==> config.mk <==
export PLATFORM = sky130hd
export DESIGN_NAME = ccbd_seq
export DESIGN_NICKNAME = d
export VERILOG_FILES = /design/src/sv/ccbd_pkg.sv /design/src/sv/ccbd_seq.sv
export SDC_FILE = /design/constraint.sdc
export NUM_CORES = 1
export LEC_CHECK = 0
export BUFFER_PORTS_ARGS = -buffer_cell sky130_fd_sc_hd__buf_2
export CORE_MARGIN = 3
export CORE_UTILIZATION = 50
export CTS_CLUSTER_SIZE = 30
export DETAILED_ROUTE_END_ITERATION = 8
export PLACE_DENSITY = 0.76
export SLEW_MARGIN = 10
export SYNTH_ARGS = -nofsm -noshare
export SYNTH_HDL_FRONTEND = slang
export SYNTH_SLANG_ARGS = --single-unit
==> constraint.sdc <==
create_clock -name clk -period 4.2 [get_ports clk]
set_input_delay 0.21 -clock clk [delete_from_list [all_inputs] [get_ports clk]]
set_output_delay 0.21 -clock clk [all_outputs]
set_load 0.02 [all_outputs]
==> src/sv/ccbd_pkg.sv <==
package ccbd_pkg;

	// Grid capacity
	localparam int MAX_COLUMNS = 128;
	localparam int MAX_ROWS    = 64;

	localparam int XW     = (MAX_COLUMNS > 1) ? $clog2(MAX_COLUMNS) : 1;
	localparam int YW     = (MAX_ROWS > 1) ? $clog2(MAX_ROWS) : 1;
	localparam int DEPTH  = MAX_COLUMNS * MAX_ROWS;
	localparam int ADDR_W = $clog2(DEPTH);

	// Wide enough for any register value and any grid dimension
	localparam int DIM_W   = 11;
	localparam int CH_W    = 21;
	localparam int COLOR_W = 8;

	// Configuration port
	localparam int PADDR_W = 3;
	localparam int PDATA_W = 32;
	localparam int REG_SEL = 2;
	localparam logic [7:0] GRID_WIDTH_RST  = 8'd128;
	localparam logic [6:0] GRID_HEIGHT_RST = 7'd64;

	// Heavy box drawing characters and blank
	localparam logic [CH_W-1:0] CH_TL = 21'h0250F;
	localparam logic [CH_W-1:0] CH_TR = 21'h02513;
	localparam logic [CH_W-1:0] CH_BL = 21'h02517;
	localparam logic [CH_W-1:0] CH_BR = 21'h0251B;
	localparam logic [CH_W-1:0] CH_HZ = 21'h02501;
	localparam logic [CH_W-1:0] CH_VT = 21'h02503;
	localparam logic [CH_W-1:0] CH_SP = 21'h00020;

	typedef enum logic [2:0] {
		CMD_PUT   = 3'd0,
		CMD_READ  = 3'd1,
		CMD_COLOR = 3'd2,
		CMD_CLEAR = 3'd3,
		CMD_FILL  = 3'd4,
		CMD_BOX   = 3'd5,
		CMD_TEXT  = 3'd6
	} cmd_t;

	typedef enum logic [1:0] {
		STAT_OK    = 2'd0,
		STAT_RANGE = 2'd1,
		STAT_ORDER = 2'd2
	} status_t;

	typedef enum logic {
		REG_GRID_WIDTH  = 1'b0,
		REG_GRID_HEIGHT = 1'b1
	} reg_t;

	typedef enum logic [1:0] {
		S_INIT,
		S_IDLE,
		S_READ,
		S_WALK
	} state_t;

	typedef struct packed {
		logic [2:0]  cmd;
		logic [6:0]  x_start;
		logic [5:0]  y_start;
		logic [6:0]  x_end;
		logic [5:0]  y_end;
		logic [20:0] char_code;
		logic        color_valid;
		logic [7:0]  color_index;
		logic        blank_inside;
		logic [6:0]  text_index;
		logic [7:0]  text_length;
	} req_t;

	typedef struct packed {
		logic [1:0]  status;
		logic [20:0] read_char;
		logic        read_has_color;
		logic [7:0]  read_color;
	} rsp_t;

	typedef struct packed {
		logic [CH_W-1:0]    ch;
		logic               colored;
		logic [COLOR_W-1:0] color;
	} cell_t;

	typedef struct packed {
		logic              we;
		logic [ADDR_W-1:0] waddr;
		cell_t             wdata;
		logic              re;
		logic [ADDR_W-1:0] raddr;
	} mem_req_t;

	typedef struct packed {
		logic [DIM_W-1:0] cols;
		logic [DIM_W-1:0] rows;
	} grid_dim_t;

	// Linear cell address, row major
	function automatic logic [ADDR_W-1:0] cell_addr(input logic [XW-1:0] x,
		input logic [YW-1:0] y);
		return ADDR_W'(y) * ADDR_W'(MAX_COLUMNS) + ADDR_W'(x);
	endfunction

endpackage

==> src/sv/ccbd_seq.sv <==
module ccbd_seq (
	input  logic                clk,
	input  logic                arst_n,
	input  ccbd_pkg::grid_dim_t dim,
	input  logic                req_valid,
	output logic                req_ready,
	input  ccbd_pkg::req_t      req,
	output logic                rsp_valid,
	input  logic                rsp_ready,
	output ccbd_pkg::rsp_t      rsp,
	output ccbd_pkg::mem_req_t  mreq,
	input  ccbd_pkg::cell_t     rdata
);

	ccbd_pkg::state_t state_q, state_d;

	logic [ccbd_pkg::ADDR_W-1:0] init_q;
	logic [ccbd_pkg::XW-1:0]     cx_q, x0_q, x1_q;
	logic [ccbd_pkg::YW-1:0]     cy_q, y0_q, y1_q;
	logic                        box_q;
	logic [ccbd_pkg::CH_W-1:0]   ch_q;
	logic                        cv_q;
	logic [ccbd_pkg::COLOR_W-1:0] col_q;
	logic                        blank_q;
	logic                        rd_only_q;
	logic [ccbd_pkg::ADDR_W-1:0] addr_q;
	logic                        rsp_valid_q;
	ccbd_pkg::rsp_t              rsp_q;

	// Widened fields for bound checks
	logic [ccbd_pkg::DIM_W-1:0] xs_dim, ys_dim, xe_dim, ye_dim, tlen_dim, tx_dim;
	logic in_cell, order_bad, rect_out, text_bad;
	logic slot_free, accept;

	// Sequencer controls
	logic walk_start, walk_step, walk_last, walk_wr, rmw_start;
	logic emit;
	ccbd_pkg::rsp_t emit_rsp;
	logic [ccbd_pkg::XW-1:0] wx0, wx1;
	logic [ccbd_pkg::YW-1:0] wy0, wy1;
	logic                    wbox;
	logic [ccbd_pkg::CH_W-1:0] wch;
	logic                    wcv;
	logic [ccbd_pkg::CH_W-1:0] walk_ch;
	logic at_l, at_r, at_t, at_b;

	assign slot_free = !rsp_valid_q || rsp_ready;
	assign req_ready = (state_q == ccbd_pkg::S_IDLE) && slot_free;
	assign accept    = req_valid && req_ready;
	assign rsp_valid = rsp_valid_q;
	assign rsp       = rsp_q;

	// Coordinate checks
	always_comb begin
		xs_dim    = ccbd_pkg::DIM_W'(req.x_start);
		ys_dim    = ccbd_pkg::DIM_W'(req.y_start);
		xe_dim    = ccbd_pkg::DIM_W'(req.x_end);
		ye_dim    = ccbd_pkg::DIM_W'(req.y_end);
		tlen_dim  = ccbd_pkg::DIM_W'(req.text_length);
		tx_dim    = xs_dim + ccbd_pkg::DIM_W'(req.text_index);
		in_cell   = (xs_dim < dim.cols) && (ys_dim < dim.rows);
		order_bad = (req.x_start > req.x_end) || (req.y_start > req.y_end);
		rect_out  = (xe_dim >= dim.cols) || (ye_dim >= dim.rows);
		text_bad  = ((xs_dim + tlen_dim) > dim.cols) || (ys_dim >= dim.rows) ||
			({1'b0, req.text_index} >= req.text_length);
	end

	// Character for the walk position: fill value, or box outline with a blank or kept interior
	always_comb begin
		at_l    = (cx_q == x0_q);
		at_r    = (cx_q == x1_q);
		at_t    = (cy_q == y0_q);
		at_b    = (cy_q == y1_q);
		walk_wr = 1'b1;
		walk_ch = ch_q;
		if (box_q) begin
			if (at_t && at_l)      walk_ch = ccbd_pkg::CH_TL;
			else if (at_t && at_r) walk_ch = ccbd_pkg::CH_TR;
			else if (at_b && at_l) walk_ch = ccbd_pkg::CH_BL;
			else if (at_b && at_r) walk_ch = ccbd_pkg::CH_BR;
			else if (at_t || at_b) walk_ch = ccbd_pkg::CH_HZ;
			else if (at_l || at_r) walk_ch = ccbd_pkg::CH_VT;
			else if (blank_q)      walk_ch = ccbd_pkg::CH_SP;
			else                   walk_wr = 1'b0;
		end
		walk_last = at_r && at_b;
	end

	// Next state, memory access and result
	always_comb begin
		state_d    = state_q;
		mreq       = '0;
		emit       = 1'b0;
		emit_rsp   = '0;
		walk_start = 1'b0;
		walk_step  = 1'b0;
		rmw_start  = 1'b0;
		wx0        = ccbd_pkg::XW'(xs_dim);
		wx1        = ccbd_pkg::XW'(xe_dim);
		wy0        = ccbd_pkg::YW'(ys_dim);
		wy1        = ccbd_pkg::YW'(ye_dim);
		wbox       = 1'b0;
		wch        = req.char_code;
		wcv        = req.color_valid;
		unique case (state_q)
			ccbd_pkg::S_INIT: begin
				mreq.we       = 1'b1;
				mreq.waddr    = init_q;
				mreq.wdata.ch = ccbd_pkg::CH_SP;
				if (init_q == ccbd_pkg::ADDR_W'(ccbd_pkg::DEPTH - 1)) begin
					state_d = ccbd_pkg::S_IDLE;
				end
			end
			ccbd_pkg::S_IDLE: begin
				if (accept) begin
					emit_rsp.status = ccbd_pkg::STAT_OK;
					unique case (ccbd_pkg::cmd_t'(req.cmd)) inside
						ccbd_pkg::CMD_PUT: begin
							emit = 1'b1;
							if (in_cell) begin
								mreq.we       = 1'b1;
								mreq.waddr    = ccbd_pkg::cell_addr(ccbd_pkg::XW'(xs_dim),
									ccbd_pkg::YW'(ys_dim));
								mreq.wdata.ch = req.char_code;
							end else begin
								emit_rsp.status = ccbd_pkg::STAT_RANGE;
							end
						end
						ccbd_pkg::CMD_READ, ccbd_pkg::CMD_COLOR: begin
							if (in_cell) begin
								rmw_start  = 1'b1;
								mreq.re    = 1'b1;
								mreq.raddr = ccbd_pkg::cell_addr(ccbd_pkg::XW'(xs_dim),
									ccbd_pkg::YW'(ys_dim));
								state_d    = ccbd_pkg::S_READ;
							end else begin
								emit            = 1'b1;
								emit_rsp.status = ccbd_pkg::STAT_RANGE;
							end
						end
						ccbd_pkg::CMD_CLEAR: begin
							if ((dim.cols != '0) && (dim.rows != '0)) begin
								walk_start = 1'b1;
								wx0        = '0;
								wy0        = '0;
								wx1        = ccbd_pkg::XW'(dim.cols - 1'b1);
								wy1        = ccbd_pkg::YW'(dim.rows - 1'b1);
								wch        = ccbd_pkg::CH_SP;
								wcv        = 1'b0;
								state_d    = ccbd_pkg::S_WALK;
							end else begin
								emit = 1'b1;
							end
						end
						ccbd_pkg::CMD_FILL, ccbd_pkg::CMD_BOX: begin
							if (order_bad) begin
								emit            = 1'b1;
								emit_rsp.status = ccbd_pkg::STAT_ORDER;
							end else if (rect_out) begin
								emit            = 1'b1;
								emit_rsp.status = ccbd_pkg::STAT_RANGE;
							end else begin
								walk_start = 1'b1;
								wbox       = (ccbd_pkg::cmd_t'(req.cmd) == ccbd_pkg::CMD_BOX);
								state_d    = ccbd_pkg::S_WALK;
							end
						end
						ccbd_pkg::CMD_TEXT: begin
							emit = 1'b1;
							if (text_bad) begin
								emit_rsp.status = ccbd_pkg::STAT_RANGE;
							end else begin
								mreq.we            = 1'b1;
								mreq.waddr         = ccbd_pkg::cell_addr(ccbd_pkg::XW'(tx_dim),
									ccbd_pkg::YW'(ys_dim));
								mreq.wdata.ch      = req.char_code;
								mreq.wdata.colored = req.color_valid;
								mreq.wdata.color   = req.color_valid ? req.color_index : '0;
							end
						end
						default: emit = 1'b1;
					endcase
				end
			end
			ccbd_pkg::S_READ: begin
				// Read data came back; write back the new color or return the cell
				if (slot_free) begin
					emit    = 1'b1;
					state_d = ccbd_pkg::S_IDLE;
					if (rd_only_q) begin
						emit_rsp.read_char      = rdata.ch;
						emit_rsp.read_has_color = rdata.colored;
						emit_rsp.read_color     = rdata.color;
					end else begin
						mreq.we            = 1'b1;
						mreq.waddr         = addr_q;
						mreq.wdata.ch      = rdata.ch;
						mreq.wdata.colored = 1'b1;
						mreq.wdata.color   = col_q;
					end
				end
			end
			ccbd_pkg::S_WALK: begin
				// One cell a cycle; the last cell waits for the result slot
				walk_step = !walk_last || slot_free;
				if (walk_step) begin
					mreq.we            = walk_wr;
					mreq.waddr         = ccbd_pkg::cell_addr(cx_q, cy_q);
					mreq.wdata.ch      = walk_ch;
					mreq.wdata.colored = cv_q;
					mreq.wdata.color   = cv_q ? col_q : '0;
					if (walk_last) begin
						emit    = 1'b1;
						state_d = ccbd_pkg::S_IDLE;
					end
				end
			end
			default: state_d = ccbd_pkg::S_IDLE;
		endcase
	end

	// Control registers
	always_ff @(posedge clk or negedge arst_n) begin
		if (!arst_n) begin
			state_q     <= ccbd_pkg::S_INIT;
			init_q      <= '0;
			rsp_valid_q <= 1'b0;
		end else begin
			state_q <= state_d;
			if (state_q == ccbd_pkg::S_INIT) begin
				init_q <= init_q + 1'b1;
			end
			if (emit) begin
				rsp_valid_q <= 1'b1;
			end else if (rsp_ready) begin
				rsp_valid_q <= 1'b0;
			end
		end
	end

	// Command context and walk position
	always_ff @(posedge clk) begin
		if (emit) begin
			rsp_q <= emit_rsp;
		end
		if (rmw_start) begin
			addr_q    <= mreq.raddr;
			rd_only_q <= (ccbd_pkg::cmd_t'(req.cmd) == ccbd_pkg::CMD_READ);
			col_q     <= req.color_index;
		end
		if (walk_start) begin
			x0_q    <= wx0;
			x1_q    <= wx1;
			y0_q    <= wy0;
			y1_q    <= wy1;
			cx_q    <= wx0;
			cy_q    <= wy0;
			box_q   <= wbox;
			ch_q    <= wch;
			cv_q    <= wcv;
			col_q   <= req.color_index;
			blank_q <= req.blank_inside;
		end else if (walk_step && !walk_last) begin
			if (at_r) begin
				cx_q <= x0_q;
				cy_q <= cy_q + 1'b1;
			end else begin
				cx_q <= cx_q + 1'b1;
			end
		end
	end

endmodule

* Word-level counts from Yosys, hierarchy flattened
Cells that the tools add are included.
** Operators by class
- Multiply operators :: 0
- Equality and inequality tests :: 24
- Shift operators :: 0
- Bitwise logic cells :: 3
- Add/sub/neg operators :: 10
- Div/mod/pow operators :: 0
- Multiplexer cells :: 102
- Reduce and logical (&&, ||, !) cells :: 35
- Magnitude comparators :: 9
** Operators by type and width (count)
- 21-bit 2-to-1 mux :: 12
- 44-bit 2-to-1 mux :: 4
- 35-bit one-hot mux with 4 select lines :: 1
- 7-bit 2-to-1 mux :: 11
- 35-bit one-hot mux with 2 select lines :: 1
- 6-bit 2-to-1 mux :: 11
- 58-bit 2-to-1 mux :: 1
- 14-bit 2-to-1 mux :: 3
- 13-bit by 7-bit adder with 13-bit output :: 3
- 1-bit 2-to-1 mux :: 35
- 35-bit 2-to-1 mux :: 1
- 8-bit 2-to-1 mux :: 4
- 9-bit one-hot mux with 3 select lines :: 1
- 6-bit by 11-bit >= comparator with 1-bit output :: 2
- 11-bit nonzero test :: 2
- 2-bit 2-to-1 mux :: 10
- 7-bit equality test :: 2
- 13-bit by 1-bit adder with 13-bit output, second input constant :: 1
- 13-bit equality test, second input constant :: 1
- 6-bit equality test :: 2
- 2-bit one-hot mux with 3 select lines :: 2
- 7-bit by 11-bit >= comparator with 1-bit output :: 1
- 9-bit by 11-bit greater-than comparator with 1-bit output :: 1
- 6-bit by 11-bit < comparator with 1-bit output :: 1
- 36 further kinds :: 70
** Storage, ports and cells
- RAM bits :: 0
- Input bits :: 131
- Register bits after elaboration :: 133
- Word-level logic and storage cells :: 203
- Bits in read-only memories :: 0
- Latch bits :: 0
- Memories kept :: 0

* Logic depth before layout (Yosys ltp)
- Depth after elaboration :: 11
- Mapped depth :: 17

* Worst setup path after synthesis
OpenSTA, ideal clock, no wires.
- Path kind :: input to output
- Start point :: input req[0] (netlist name)
- End point :: output mreq[49] (netlist name)
- Arrival time :: 3.599 ns
- Stages on the path :: 17
- Setup slack :: 0.391 ns
- Buffers on the path :: 1
- Required time :: 3.990 ns
- Cells stage by stage :: ha_1 inv_1 fa_1 nor2b_1 o21ai_0 a21boi_0 o21ai_0 a21boi_0 nor2_1 ha_1 nand4_1 nor3_1 a311oi_1 nor4b_2 clkbuf_1 o21ai_0 a31oi_1
** RTL lines
- start: declaration :: RTL line ccbd_seq.sv:7 : input ccbd_pkg::req_t req,
- end: declaration :: RTL line ccbd_seq.sv:11 : output ccbd_pkg::mem_req_t mreq,

==> metrics <==
status=finished, final reports clean; crit path capture type=output pin; via count=7814; Slew Limit Fails=0; peak supply drop=0.279 mV; Die Y=roughly 140 microns; worst slew pin tran=1080 ps; vias in the first global route=7420; commonest cells after routing, fill and taps aside=buf_2, edfxtp_1, and2_1, ha_1, nor2_1; Max Fclk=250 MHz; die area=about 0.020 sq mm; antenna-violating nets left=0; CTS tree=done; startpoint types=input port; DRT iter0 DRCs=802; Rows=between 40 and 50; drt pass-1 iters=5; core area=approximately 0.017 sq mm; max-cap violations=0; pin count of the biggest net entering global routing=37; cell area power density=~410 mW/mm^2; H-tree depth=4; DRC Markers=0; clock edge transition at the registers on the reported setup and hold paths=approximately 50 ps; Final Critical Period=4000 ps; Seq cells post-synth=133; kind of critical path=in2out; DIE WIDTH=140 microns; worst skew pair latency=410 ps; vias per inst=slightly below 6; Tcrit/Tclk final=a little over nine tenths; Hold Violations, Final=0; Num Clock Sinks=133; drt wl/cell=roughly 19 microns; Primary FF master, synth=edfxtp_1; Netlist cell types=67; count of buffers from port buffering=222; Total Routing Usage GR=25.5%; gpl congestion=0.947; WP data arrival=3790 ps; leak pwr=4.96 nW; clock root buffer=clkbuf_16; clock buffer count from CTS=17; # diodes=0; peak fanout along the critical path=6; initial antenna violation count=0; Pwr Total=4.52 mW; syn avg cell area=between 10 and 15 sq um; Max-slew headroom=27.8%; clock buffer depth=2; sequential area share after synthesis=43.8%; Synth async-reset ratio=12.0%; initial core utilization=51.3%; Req. time, crit path=3990 ps; mapped cell area=0.00894 sq mm; grt ovf=0; Post-DP HPWL=19500 microns; Yosys warning count=0; first-pass GRT wire length=39600 microns; Routed WL=25600 microns; Top Ports=223; fin nets=around 1300; Total Negative Setup Slacks=0 ps; syn nets=1083; Area Overhead vs Synth=24.6%; Final setup viols=0; commonest non-fill, non-tap cell in the layout=buf_2; clk_skew=5.30 ps; share of cells above drive strength 1=between 20% and 30%; EDFF count, synth=117; Cells after Synth=878; Hold WC Path Type=in2reg
power breakdown:
part | internal [mW] | leakage [nW] | switching [mW] | total (mW)
clock network | 0.986 | 0.296 | 0.551 | 1.54
logic | 0.549 | 3.35 | 0.763 | 1.31
registers | 1.56 | 1.31 | 0.108 | 1.67
registers in the layout, summed over array words and instances, names as in the netlist:
register	flops
col_q	8
ch_q	21
y0_q	6
addr_q	13
x1_q	7
blank_q	1
cx_q	7
cv_q	1
cy_q	6
rsp_valid	1
box_q	1
rsp	32
init_q	13
rd_only_q	1
x0_q	7
y1_q	6
state_q	2
cell type report:
cell class	instances	area, sq um
clock buffers	17	425
clock inverters	14	184
flip-flops and latches	133	3910
fillers	1413	6270
inverters	57	214
multi-input cells	644	4670
repair buffers	261	1450
well taps	225	282
worst paths after layout:
| path | from | endpoint | slack (ps) | depth (start not counted) |
|---|---|---|---|---|
| worst min-delay path | req[20] | col_q[4]$_DFFE_PP_ | 5 | 1 |
| min in group asynchronous | arst_n | init_q[0]$_DFFE_PN0P_ | 260 | 2 |
| worst max register to register | cx_q[2]$_DFFE_PP_ | rsp[15]$_SDFFCE_PN0P_ | 1110 | 7 |
| worst max-delay path | req[0] | mreq[39] | 200 | 19 |
| max in group asynchronous | arst_n | state_q[0]$_DFFE_PN0P_ | 3670 | 2 |
| worst min register to register | init_q[4]$_DFFE_PN0P_ | init_q[4]$_DFFE_PN0P_ | 500 | 1 |
synthesized netlist by cell type, types with 4 or more instances:
library cell	number	area, sq um
o21ai_0	45	225
xnor2_1	42	368
edfxtp_1	117	3510
nand4_1	14	87.6
nor3_1	21	105
a31oi_1	7	43.8
a211oi_1	9	67.6
clkbuf_1	29	109
a22oi_1	6	45.0
ha_1	72	901
and3_1	6	37.5
o21a_1	5	37.5
a21boi_0	5	37.5
and2_1	79	494
inv_1	57	214
a211o_1	4	35.0
a221oi_1	13	114
nand2b_1	11	68.8
nor2_1	63	236
a21o_1	8	60.1
nor4_1	5	31.3
dfrtp_1	16	400
a22o_1	8	70.1
nand3_1	19	95.1
xor2_1	20	175
buf_2	12	60.1
mux2_2	10	113
a21oi_1	29	145
nand2_1	54	203
nor2b_1	5	31.3
mux2i_1	5	50.1
a221o_1	18	180
o211ai_1	8	60.1
worst max-delay path, cell delays in order:
cell and delay (ps):
buf_2 90, ha_1 160, inv_1 60, fa_1 380, nor2b_1 110, o21ai_0 100, a21boi_1 180, o21ai_0 130
a21boi_1 180, nor2_1 70, ha_1 290, nand4_1 120, a21o_1 210, a311oi_4 390, nor4b_4 120, or2_4 300
buf_4 170, a221o_1 340, buf_2 160
cell families (layout without fill, tap and decap cells):
group           after synthesis  count (layout)  share of synthesized area (%)
buf+inv                     101             349                           4.58
simple gates                300             300                           17.7
fa+ha+maj                    74              74                           10.5
flops                       133             133                           43.8
xor+xnor                     62              62                           6.08
compound gates              193             193                           15.5
mux                          15              15                           1.82
through the flow:
stage	instance area, sq um	util, %	instances	hold slack [ps]	setup WS (ps)
3_5_place_dp	10400	59.7	1311	144	-220
2_1_floorplan	8940	-	878	-85.6	391
4_1_cts	11100	63.7	1349	1.01	-76.1
6_report	11100	64.0	1351	4.75	202
5_1_grt	11100	64.0	1351	2.21	-16.2
3_3_place_gp	10400	59.7	1311	138	-102
metal layers:
metal	global-route usage (%)	share of wire [%]	vias to the layer above
li1	-	-	3693
met4	8.11	2.5	0
met5	0	0	-
met2	41.1	47	439
met3	4.57	9.2	55
met1	35.2	41	3627
what timing repair did:
| action | in CTS | in global routing |
|---|---|---|
| gates resized for setup | 3 | 10 |
| endpoints found under the setup margin | 33 | 44 |
| setup buffers | 0 | 2 |
| pin swaps | 0 | 7 |
| hold buffers | 7 | 0 |
| hold endpoints to repair | 22 | 0 |
(Power assumes the default switching activity.)
