File: config.mk
export PLATFORM = sky130hd
export DESIGN_NAME = ccbd_cfg
export DESIGN_NICKNAME = d
export VERILOG_FILES = /design/src/sv/ccbd_pkg.sv /design/src/sv/ccbd_cfg.sv
export SDC_FILE = /design/constraint.sdc
export NUM_CORES = 1
export LEC_CHECK = 0
export BUFFER_PORTS_ARGS = -buffer_cell sky130_fd_sc_hd__buf_2
export CORE_AREA = 2 2 57 59
export DETAILED_ROUTE_END_ITERATION = 16
export DIE_AREA = 0 0 59 61
export PLACE_DENSITY = 0.76
export SETUP_SLACK_MARGIN = 0.4
export SYNTH_ARGS = -nofsm -noshare
export SYNTH_HDL_FRONTEND = slang
export SYNTH_SLANG_ARGS = --single-unit
File: constraint.sdc
create_clock -name clk -period 1.1 [get_ports clk]
set_input_delay 0.11 -clock clk [delete_from_list [all_inputs] [get_ports clk]]
set_output_delay 0.11 -clock clk [all_outputs]
set_load 0.005 [all_outputs]
File: src/sv/ccbd_pkg.sv
package ccbd_pkg;

	// Grid capacity
	localparam int MAX_COLUMNS = 128;
	localparam int MAX_ROWS    = 64;

	localparam int XW     = (MAX_COLUMNS > 1) ? $clog2(MAX_COLUMNS) : 1;
	localparam int YW     = (MAX_ROWS > 1) ? $clog2(MAX_ROWS) : 1;
	localparam int DEPTH  = MAX_COLUMNS * MAX_ROWS;
	localparam int ADDR_W = $clog2(DEPTH);

	// Wide enough for any register value and any grid dimension
	localparam int DIM_W   = 11;
	localparam int CH_W    = 21;
	localparam int COLOR_W = 8;

	// Configuration port
	localparam int PADDR_W = 3;
	localparam int PDATA_W = 32;
	localparam int REG_SEL = 2;
	localparam logic [7:0] GRID_WIDTH_RST  = 8'd128;
	localparam logic [6:0] GRID_HEIGHT_RST = 7'd64;

	// Heavy box drawing characters and blank
	localparam logic [CH_W-1:0] CH_TL = 21'h0250F;
	localparam logic [CH_W-1:0] CH_TR = 21'h02513;
	localparam logic [CH_W-1:0] CH_BL = 21'h02517;
	localparam logic [CH_W-1:0] CH_BR = 21'h0251B;
	localparam logic [CH_W-1:0] CH_HZ = 21'h02501;
	localparam logic [CH_W-1:0] CH_VT = 21'h02503;
	localparam logic [CH_W-1:0] CH_SP = 21'h00020;

	typedef enum logic [2:0] {
		CMD_PUT   = 3'd0,
		CMD_READ  = 3'd1,
		CMD_COLOR = 3'd2,
		CMD_CLEAR = 3'd3,
		CMD_FILL  = 3'd4,
		CMD_BOX   = 3'd5,
		CMD_TEXT  = 3'd6
	} cmd_t;

	typedef enum logic [1:0] {
		STAT_OK    = 2'd0,
		STAT_RANGE = 2'd1,
		STAT_ORDER = 2'd2
	} status_t;

	typedef enum logic {
		REG_GRID_WIDTH  = 1'b0,
		REG_GRID_HEIGHT = 1'b1
	} reg_t;

	typedef enum logic [1:0] {
		S_INIT,
		S_IDLE,
		S_READ,
		S_WALK
	} state_t;

	typedef struct packed {
		logic [2:0]  cmd;
		logic [6:0]  x_start;
		logic [5:0]  y_start;
		logic [6:0]  x_end;
		logic [5:0]  y_end;
		logic [20:0] char_code;
		logic        color_valid;
		logic [7:0]  color_index;
		logic        blank_inside;
		logic [6:0]  text_index;
		logic [7:0]  text_length;
	} req_t;

	typedef struct packed {
		logic [1:0]  status;
		logic [20:0] read_char;
		logic        read_has_color;
		logic [7:0]  read_color;
	} rsp_t;

	typedef struct packed {
		logic [CH_W-1:0]    ch;
		logic               colored;
		logic [COLOR_W-1:0] color;
	} cell_t;

	typedef struct packed {
		logic              we;
		logic [ADDR_W-1:0] waddr;
		cell_t             wdata;
		logic              re;
		logic [ADDR_W-1:0] raddr;
	} mem_req_t;

	typedef struct packed {
		logic [DIM_W-1:0] cols;
		logic [DIM_W-1:0] rows;
	} grid_dim_t;

	// Linear cell address, row major
	function automatic logic [ADDR_W-1:0] cell_addr(input logic [XW-1:0] x,
		input logic [YW-1:0] y);
		return ADDR_W'(y) * ADDR_W'(MAX_COLUMNS) + ADDR_W'(x);
	endfunction

endpackage

File: src/sv/ccbd_cfg.sv
module ccbd_cfg (
	input  logic                         clk,
	input  logic                         arst_n,
	input  logic                         psel,
	input  logic                         penable,
	input  logic                         pwrite,
	input  logic [ccbd_pkg::PADDR_W-1:0] paddr,
	input  logic [ccbd_pkg::PDATA_W-1:0] pwdata,
	output logic [ccbd_pkg::PDATA_W-1:0] prdata,
	output logic                         pready,
	output ccbd_pkg::grid_dim_t          dim
);

	logic [7:0]     grid_width_q;
	logic [6:0]     grid_height_q;
	logic           wr_en;
	ccbd_pkg::reg_t sel;

	assign pready = 1'b1;
	assign wr_en  = psel & penable & pwrite;
	assign sel    = ccbd_pkg::reg_t'(paddr[ccbd_pkg::REG_SEL]);

	// Register writes in the access phase
	always_ff @(posedge clk or negedge arst_n) begin
		if (!arst_n) begin
			grid_width_q  <= ccbd_pkg::GRID_WIDTH_RST;
			grid_height_q <= ccbd_pkg::GRID_HEIGHT_RST;
		end else if (wr_en) begin
			unique case (sel)
				ccbd_pkg::REG_GRID_WIDTH:  grid_width_q  <= pwdata[7:0];
				ccbd_pkg::REG_GRID_HEIGHT: grid_height_q <= pwdata[6:0];
				default: ;
			endcase
		end
	end

	// Read back
	always_comb begin
		unique case (sel)
			ccbd_pkg::REG_GRID_WIDTH:  prdata = ccbd_pkg::PDATA_W'(grid_width_q);
			ccbd_pkg::REG_GRID_HEIGHT: prdata = ccbd_pkg::PDATA_W'(grid_height_q);
			default:                   prdata = '0;
		endcase
	end

	// Grid in use is clipped to the store's capacity
	always_comb begin
		dim.cols = (ccbd_pkg::DIM_W'(grid_width_q) > ccbd_pkg::DIM_W'(ccbd_pkg::MAX_COLUMNS)) ?
			ccbd_pkg::DIM_W'(ccbd_pkg::MAX_COLUMNS) : ccbd_pkg::DIM_W'(grid_width_q);
		dim.rows = (ccbd_pkg::DIM_W'(grid_height_q) > ccbd_pkg::DIM_W'(ccbd_pkg::MAX_ROWS)) ?
			ccbd_pkg::DIM_W'(ccbd_pkg::MAX_ROWS) : ccbd_pkg::DIM_W'(grid_height_q);
	end

endmodule

After elaboration in Yosys (flattened, before gate mapping)

Cells that the tools add are included.

Register bits after elaboration: 15

Order comparisons: 2
Multiplexer cells: 3
Bitwise logic cells: 3
Reduce and logical (&&, ||, !) cells: 2

Operator list:

| cell                                       | count |
|---|---|
| case mux 32 bit (2 select lines)           | 1 |
| > comparator 8 bit (second input constant) | 1 |
| two-way mux 8 bit                          | 1 |
| > comparator 7 bit (second input constant) | 1 |
| two-way mux 7 bit                          | 1 |
| AND reduction 2 bit                        | 2 |
| AND 1 bit                                  | 2 |
| inverter 1 bit                             | 1 |

Logic depth before layout (Yosys ltp)

Gate-level depths: netlist of the first run.

Depth in word-level cells: 3
Gate-level depth with buffers: 3

Worst setup path after synthesis of the first run

OpenSTA, ideal clock, no wires.

Kind: input -> register
Start point: in paddr[2] (netlist bit)
End point: reg grid_width_q[0]
Library setup time: 0.125 ns
Data arrival time: 0.739 ns
Slack: 0.236 ns
Cell stages on the path: 3
Path buffers: 1
Path through: buf_6 > nand4b_4 > mux2_2

Longest elaborated chain between the ends: 2

Ends and longest elaborated chain:

| element                              | RTL line       | RTL |
|---|---|---|
| from (decl)                          | ccbd_cfg.sv:7  | `input logic [ccbd_pkg::PADDR_W-1:0] paddr,` |
| inverter 1 bit (no source line)      | -              |  |
| AND reduction 2 bit (no source line) | -              |  |
| to (signal assigned)                 | ccbd_cfg.sv:26 | `grid_width_q <= ccbd_pkg::GRID_WIDTH_RST;` |
| to (signal assigned)                 | ccbd_cfg.sv:30 | `ccbd_pkg::REG_GRID_WIDTH: grid_width_q <= pwdata[7:0];` |
| to (decl)                            | ccbd_cfg.sv:14 | `logic [7:0] grid_width_q;` |

No other way between the ends.
A chain may end at the register's enable or synchronous reset.

Worst setup path after layout of the first run

Start point: reg grid_width_q[7]
End point: out prdata[7] (netlist bit)

Longest elaborated chain between the ends: 1

Ends and longest elaborated chain:

| element                          | RTL line       | RTL |
|---|---|---|
| case mux 32 bit (2 select lines) | ccbd_cfg.sv:39 | `unique case (sel)` |
| to (decl)                        | ccbd_cfg.sv:9  | `output logic [ccbd_pkg::PDATA_W-1:0] prdata,` |

No other way between the ends. The select of a mux whose other input is x is not followed.

==> flow_summary.toml, run 1 <==
[outcome]
outcome = "finished with violations"
failed_checks = "negative setup slack"

[placement]
place_inst = 155
buffer_ports.inserted = 36
place.gp.congestion = 0.6555
dpl.hpwl_mm = 1.501
detailed_place.area_mm2 = 0.001136
pre_cts_ws_ps = 53.35

[timing]
finalCritPeriodShare_pct = 119.5
rsz0062_at_grt = "yes"
post-route-min-period_ps = 1314
fmax_ghz = 0.7609
hold_viol = 0
setup_viol_count_final = 23
final.setup_skew_ps = 0
fin_hold_ws_ps = 45.69
report.final.slew_viol_count = 0
setup_ws_ps = -214.2

[layout]
final-instance-count-excl-fill = 174
design.final.nets = 182
num-fill-cells = 275
diodes = 0
area_growth_syn_to_layout_pct = 38.57
stdcell_area_mm2 = 0.001411
drive_gt1_share_pct = 58.87

[global_route]
first_global_vias = 688
grt_start_max_net_pins = 16
grt_antenna_before_repair = 0
grt.total_usage_pct = 12.92
grt_first_pass_wirelength_mm = 3.422
gr-total-overflow = 0

[yosys]
avgSynthCellArea_um2 = 11.32
synth.distinct_cells = 11
post_synth_instance_area_mm2 = 0.001018
synthesis.yosys.warnings = 0
syn_inst = 90
ys_seq_elements = 15
yosysSeqAreaShare_pct = 37.10

[clock_network]
worst_setup_hold_path_clk_slew_ps = 100
clockBufferDepth = 2
clock-root-buffer = "clkbuf_4"
clk_latency_ps = 300
cts.sinks = 15
cts_max_level = 1
numCtsBuffers = 3
cts_tree = "yes"

[routing]
drt_iter0_drc = 4
drtPass1Iterations = 3
wirelength_mm = 2.249
postRouteAntennaNets = 0
route.detailed.wl_per_inst_um = 12.93
num_vias = 742
drcViolationCount = 0
routed_via_density = 4.264

[worst_hold_path]
hold_path_end = "grid_width_q[7]"
worstHoldPathCells = 2
hold_path.startpoint = "pwdata[7]"
min-delay-path-class = "input port to flip-flop"

[floorplanning]
dieWidth_um = 59
floorplan.initialDensity_pct = 34.49
area_of_the_core_mm2 = 0.002953
die-area_mm2 = 0.003599
die_height_um = 61
io_pins = 95
placementRows = 20

[worst_setup_path]
cpMaxStageDelayCell = "dfstp_2"
rr_startpoint = "grid_height_q[2]"
crit_arrival_ps = 1200
crit-reg2reg-capture = "grid_height_q[2]"
required_ps = 990
worst-path-max-fanout = 5
reg2reg_slack_ps = 120
critPathKind = "flip-flop to output pin"
top_delay_family_on_crit_path = "flip-flops"
start_kind = "flip-flop"
critPathCaptureType = "output pin"
cp_slowest_stage_delay_ps = 550
ff2ff_path_depth = 3
worstPathCellList = "buf_6, and2b_2, buf_2"
worst-path-buf-inv = 2

[power_and_ir_drop]
power.ir.vdd_worst_v = 0.0008427
p_per_area_mw_per_mm2 = 1530
total_leakage_power_nw = 0.7964

[job]
max_capacitance_violation_total = 0
==> synth_stat cells <==
library cell,number,share of area (%)
mux2_2,22,24
dfrtp_1,13,32
conb_1,2,0.74
buf_4,32,24
nand4b_4,1,2.3
and2b_2,1,0.86
nor2b_1,13,8.0
clkbuf_1,2,0.74
dfstp_2,2,5.2
buf_6,1,1.1
nand4_2,1,1.2
==> kinds of logic (layout without fill, tap and decap cells) <==
group | after synthesis | after routing | synth area share [%]
other cells | 2 | 32 | 0.7374
simple gates | 16 | 16 | 12.41
mux | 22 | 22 | 24.32
flops | 15 | 15 | 37.10
buf+inv | 35 | 56 | 25.43
==> worst max-delay path by stage <==
stage                     startpoint              end  slack (ps)  depth (start not counted)
floorplan                   paddr[2]  grid_width_q[0]         240                          3
CTS                  grid_width_q[7]        prdata[7]        -200                          3
finish               grid_width_q[7]        prdata[7]        -210                          3
global route        grid_height_q[6]           dim[3]        -250                          3
detailed placement          paddr[2]        prdata[2]          50                          4
global placement            paddr[2]        prdata[6]          50                          4
==> area by class of cell <==
| type | count | area (µm²) | area share [%] |
|---|---|---|---|
| multi-input cells | 70 | 578.1 | 40.96 |
| clock buffers | 3 | 22.52 | 1.596 |
| repair buffers | 52 | 386.6 | 27.39 |
| clock inverters | 1 | 5.005 | 0.3546 |
| flip-flops and latches | 15 | 377.9 | 26.77 |
| well taps | 33 | 41.29 | 2.926 |
==> worst register-to-register path: stages (launching register included) <==
cell     delay [ps]
dfrtp_1         410
buf_6           130
buf_6           100
mux2_4          240
==> metrics by stage <==
stage | total power, mW | utilization [%] | setup TNS, ps
2_1_floorplan | 1.225 | - | 0
3_3_place_gp | 1.403 | 38.47 | 0
3_5_place_dp | 1.425 | 38.47 | 0
4_1_cts | 2.059 | 45.97 | -3305
5_1_grt | 2.281 | 47.80 | -4284
6_report | 2.159 | 47.80 | -3520
==> registers in the layout (all words and copies together), names as in the netlist <==
name           flops
grid_width_q       8
grid_height_q      7
==> cells in the final DEF (no fill, tap or decap), types with 2 or more instances in the layout <==
master    Yosys  routed
nor2b_1      13      12
clkbuf_4      0       3
mux2_2       22       4
buf_4        32       5
buf_2         0      30
mux2_4        0      18
dfstp_2       2       2
dfrtp_1      13      13
buf_6         1      15
conb_1        2      32
==> power breakdown <==
part           switching (mW)  total (mW)  internal [mW]
clock network           0.198       0.333          0.136
logic                   0.344        1.04          0.693
registers               0.103       0.789          0.686
==> metal layers <==
layer,vias up,GRT usage (%),share of wire [%]
met5,-,0,0
met4,0,4.870,1.5
met3,3,1.706,7.5
met2,52,22.70,48
met1,354,16.18,43
li1,333,-,-
==> what timing repair did <==
item,CTS,global route
endpoints found under the hold margin,15,0
hold buffers,1,0
setup endpoints to repair,38,38
resized for setup,21,9
setup buffers,12,2
Note: power is estimated with default switching activity, not from simulation.
==> run 2: changes to the inputs <==
- BUFFER_PORTS_ARGS: -buffer_cell sky130_fd_sc_hd__buf_2 -> default
- CORE_AREA: 2 2 57 59 -> 2 2 49 51
- DIE_AREA: 0 0 59 61 -> 0 0 51 53
- DONT_BUFFER_PORTS: default -> 1
- PLACE_DENSITY: 0.76 -> default
- SETUP_SLACK_MARGIN: 0.4 -> 0.02
==> run 2 against run 1 <==
Compared with the run above:
- the flow still finishes with violations (negative setup slack)
- combinational power down 48%
- highest routed layer is now met3
- total power down 24%
- cell area down 21%
- global-route usage up 1.3 points
- setup slack better by 71 ps
- hold slack better by 120 ps
- cell count down 25%
- clock-buffer cell count up 1
- first-iteration DRC count down 25%
==> flow_summary.toml, run 2 (synthesized netlist as in run 1, its figures left out) <==
[outcome]
outcome = "finished with violations"
failed_checks = "negative setup slack"

[routing]
drt_iter0_drc = 3
routed_via_density = 4.366
num_vias = 572
drcViolationCount = 0
postRouteAntennaNets = 0
drtPass1Iterations = 4
route.detailed.wl_per_inst_um = 14.30
wirelength_mm = 1.873

[power_and_ir_drop]
power.share.clock_pct = 18.7
netSwitchingPower_mw = 0.4874
power.ir.vdd_worst_v = 0.0009751
p_int_mw = 1.162
pwr-share-seq_pct = 48.7
total_leakage_power_nw = 0.5464
comb_power_share_pct = 32.6
power_mw = 1.649
sw_frac_of_total_pct = 29.55
p_per_area_mw_per_mm2 = 1476

[floorplanning]
area_of_the_core_mm2 = 0.002148
placementRows = 17
floorplan.initialDensity_pct = 47.41
dieWidth_um = 51
io_pins = 95
die-area_mm2 = 0.002703
die_height_um = 53

[layout]
biggestRegsByFlops = "grid_width_q x8, grid_height_q x7"
largest_register_ff_count = 8
design.final.nets = 144
stdcell_area_mm2 = 0.001117
drive_gt1_share_pct = 42.72
most_frequent_standard_cell_in_the_layout_excluding_fill_and_tap_cells = "conb_1"
final-instance-count-excl-fill = 131
post_route_core_utilization_pct = 52.01
num-fill-cells = 204
area_growth_syn_to_layout_pct = 9.705
layout.area.seq_um2 = 377.9
registers.top_by_ff_count = "grid_width_q"
diodes = 0
layout.cells.most_common_list = "conb_1 (32), mux2_2 (16), dfrtp_1 (13)"
multi_input_area_um2 = 539.3

[worst_setup_path]
worstPathCellList = "mux2_4"
reg2reg_slack_ps = 30
worst-path-buf-inv = 0
cp_slowest_stage_delay_ps = 660
critPathCaptureType = "output pin"
crit-reg2reg-capture = "grid_height_q[6]"
cpMaxStageDelayCell = "dfstp_2"
crit_arrival_ps = 1130
top_delay_family_on_crit_path = "flip-flops"
rr_startpoint = "grid_height_q[6]"
worst-path-max-fanout = 7
ff2ff_path_depth = 3
start_kind = "flip-flop"
critPathKind = "flip-flop to output pin"
worstSetupStartpoint = "grid_height_q[6]"
required_ps = 990

[placement]
detailed_place.area_um2 = 907.1
place_inst = 113
dpl.hpwl_mm = 1.210
place.gp.congestion = 0.5641
buffer_ports.inserted = 0

[timing]
finalCritPeriodShare_pct = 113.0
setup_ws_ps = -143.3
setup_viol_count_final = 15
rsz0062_at_grt = "yes"
relSlewSlack_pct = 55.44
fmax_ghz = 0.8043
timing_worst_slew_pin_value_ps = 666.3
final.setup_skew_ps = 0
hold_viol = 0
post-route-min-period_ps = 1243
report.final.slew_viol_count = 0

[worst_hold_path]
hold_path.startpoint = "penable"
worstHoldPathCells = 2
hold_path_end = "grid_width_q[7]"
min-delay-path-class = "input port to flip-flop"

[clock_network]
clockBufferDepth = 2
clk_latency_ps = 270
cts_max_level = 1
cts.sinks = 15
numCtsBuffers = 3
worst_setup_hold_path_clk_slew_ps = 80
clock-root-buffer = "clkbuf_4"
cts_tree = "yes"

[global_route]
grt_antenna_before_repair = 0
gr-total-overflow = 0
grt.total_usage_pct = 14.18
grt_start_max_net_pins = 16
grt_first_pass_wirelength_mm = 2.691
first_global_vias = 546

[job]
max_capacitance_violation_total = 0
[run 2: cell count changes in the layout (fill, tap and decap cells not counted), sizes merged]
cell,previous run,this run
clkinv,1,0
buf,51,5
dlygate4sd3,1,9
clkbuf,3,4
[run 2: worst max-delay path by stage]
stage                            endpoint  slack (ps)  cells after the start
final                           prdata[6]        -140                      1
after global routing               dim[0]        -190                      2
after CTS                         dim[17]        -150                      2
after global placement          prdata[7]         160                      1
after detailed placement        prdata[7]         150                      1
after floorplan           grid_width_q[0]         240                      3
[run 2: layer usage]
| layer | share of wire (%) | global-route usage (%) | vias to the layer above |
|---|---|---|---|
| li1 | - | - | 255 |
| met1 | 39 | 18.12 | 281 |
| met2 | 51 | 24.24 | 36 |
| met3 | 9.9 | 2.825 | 0 |
| met4 | 0 | 4.054 | 0 |
| met5 | 0 | 0 | - |
[run 2: timing repair]
item / in CTS / in global routing
hold endpoints to repair: 30 / 0
buffers inserted: 4 / 1
endpoints found under the setup margin: 16 / 23
hold buffers: 9 / 0
gates resized for setup: 11 / 10
[run 2: cell type report]
type / count / share of cell area (%)
sequential: 15 / 33.82
timing repair buffer: 14 / 12.43
multi-input combinational: 70 / 48.26
clock buffer: 4 / 2.352
tap: 28 / 3.136
[run 2: per-stage QoR]
stage | hold WS [ps] | setup slack [ps] | TNS, ps
detailed placement | -185.3 | 148.9 | 0
finish | 168.2 | -143.3 | -1089
CTS | 163.6 | -148.3 | -1303
global route | 165.8 | -193.0 | -1987
global placement | -185.3 | 157.8 | 0
floorplan | -185.6 | 236.3 | 0
[run 2: power groups by stage]
| stage | combinational, mW | sequential, mW | clock [mW] |
|---|---|---|---|
| 6_report | 0.537 | 0.804 | 0.308 |
| 2_1_floorplan | 0.416 | 0.768 | 0 |
| 3_3_place_gp | 0.343 | 0.807 | 0 |
| 5_1_grt | 0.587 | 0.828 | 0.346 |
| 3_5_place_dp | 0.348 | 0.817 | 0 |
| 4_1_cts | 0.488 | 0.800 | 0.321 |
==> run 3: changes to the inputs <==
- SKIP_LAST_GASP: default -> 1
==> run 3 against run 2 <==
Compared with the run above:
- the run still ends with negative setup slack left
- clock-buffer cell count stayed put
- sequential power hardly changed
- total power is 0.38% lower
- register-to-register slack hardly changed
- non-clock buffer count stayed put
- maximum frequency hardly changed
- largest cell class unchanged
- largest power group unchanged
==> flow_summary.toml, run 3 (synthesized netlist as in run 1, its figures left out) <==
[outcome]
outcome = "finished with violations"
failed_checks = "negative setup slack"

[worst_setup_path]
ff2ff_path_depth = 3
worst-path-max-fanout = 7
cp_num_cells = 1
required_ps = 990
cp_slowest_stage_delay_ps = 660
reg2reg_slack_ps = 30
start_kind = "flip-flop"
critPathKind = "flip-flop to output pin"
crit_arrival_ps = 1130
worstPathCellList = "mux2_4"
worst-path-buf-inv = 0
top_delay_family_on_crit_path = "flip-flops"
critPathCaptureType = "output pin"
cpMaxStageDelayCell = "dfstp_2"

[routing]
drtPass1Iterations = 4
postRouteAntennaNets = 0
drcViolationCount = 0
wirelength_mm = 1.860
routed_via_density = 4.351
route.detailed.wl_per_inst_um = 14.20
num_vias = 570
drt_iter0_drc = 4

[timing]
post-route-min-period_ps = 1243
final.setup.tns_ps = -1083
finalCritPeriodShare_pct = 113.0
fmax_ghz = 0.8043
fin_hold_ws_ps = 168.0
hold_viol = 0
setup_ws_ps = -143.3
timing_worst_slew_pin_value_ps = 668.4
relSlewSlack_pct = 55.29
rsz0062_at_grt = "yes"
setup_viol_count_final = 15
final.setup_skew_ps = 0
report.final.slew_viol_count = 0

[layout]
diodes = 0
largest_register_ff_count = 8
registers.top_by_ff_count = "grid_width_q"
layout.area.seq_um2 = 377.9
num-fill-cells = 205
area_growth_syn_to_layout_pct = 9.337
multi_input_area_um2 = 535.5
biggestRegsByFlops = "grid_width_q x8, grid_height_q x7"
stdcell_area_mm2 = 0.001114
drive_gt1_share_pct = 42.72
design.final.nets = 144
layout.cells.most_common_list = "conb_1 (32), mux2_2 (17), dfrtp_1 (13)"
most_frequent_standard_cell_in_the_layout_excluding_fill_and_tap_cells = "conb_1"

[worst_hold_path]
worstHoldPathCells = 2
min-delay-path-class = "input port to flip-flop"

[global_route]
grt_antenna_before_repair = 0
grt.total_usage_pct = 14.18
first_global_vias = 546
grt_first_pass_wirelength_mm = 2.691
gr-total-overflow = 0
grt_start_max_net_pins = 16

[floorplanning]
dieWidth_um = 51
placementRows = 17
die_height_um = 53
die-area_mm2 = 0.002703
io_pins = 95
floorplan.initialDensity_pct = 47.41
area_of_the_core_mm2 = 0.002148

[clock_network]
cts_max_level = 1
clk_latency_ps = 270
numCtsBuffers = 3
cts_tree = "yes"
cts.sinks = 15
worst_setup_hold_path_clk_slew_ps = 80
clock-root-buffer = "clkbuf_4"
clockBufferDepth = 2

[placement]
dpl.hpwl_mm = 1.210
pre_cts_ws_ps = 148.9
buffer_ports.inserted = 0
place.gp.congestion = 0.5641
detailed_place.area_um2 = 907.1

[power_and_ir_drop]
total_leakage_power_nw = 0.5414
power_mw = 1.643
power.ir.vdd_worst_v = 0.0009739
p_per_area_mw_per_mm2 = 1475

[job]
max_capacitance_violation_total = 0
[run 3: cell count changes in the layout (fill, tap and decap cells not counted)]
| cell | delta |
|---|---|
| mux2_2 | +1 |
| mux2_4 | -1 |
[run 3: worst paths after layout]
| kind | startpoint | end |
|---|---|---|
| worst max-delay path | grid_height_q[6] | prdata[6] |
| worst min-delay path | penable | grid_width_q[7] |
| worst max register to register | grid_height_q[6] | grid_height_q[6] |
| worst min register to register | grid_height_q[4] | grid_height_q[4] |
| max in group asynchronous | arst_n | grid_height_q[5] |
| min in group asynchronous | arst_n | grid_height_q[2] |
[run 3: per-stage QoR]
stage,utilization (%),cells
after floorplan,-,120
after global placement,42.22,113
after detailed placement,42.22,113
after CTS,50.20,130
after global routing,51.83,131
final,51.83,131
[run 3: power by group]
group	internal (mW)	total [mW]	switching, mW
Combinational	0.329	0.531	0.202
Clock	0.141	0.308	0.167
Sequential	0.687	0.804	0.117
[run 3: routing by layer]
| metal | global-route usage [%] | wire length [µm] | vias to the layer above |
|---|---|---|---|
| met4 | 4.054 | 0 | 0 |
| met1 | 18.12 | 715 | 279 |
| met5 | 0 | 0 | - |
| met2 | 24.24 | 958 | 36 |
| li1 | - | - | 255 |
| met3 | 2.825 | 186 | 0 |
[run 3: layout make-up]
cell class,instances,area share [%]
Timing Repair Buffer,14,12.47
Multi-Input combinational cell,70,48.09
Clock buffer,4,2.360
Sequential cell,15,33.93
Tap cell,28,3.146
[run 3: what timing repair did]
item                                    4_1_cts  5_1_grt
endpoints found under the hold margin        30        0
hold buffers                                  9        0
endpoints found under the setup margin       16       23
setup buffers                                 4        1
gates resized for setup                      11        9
cloned                                        0        0
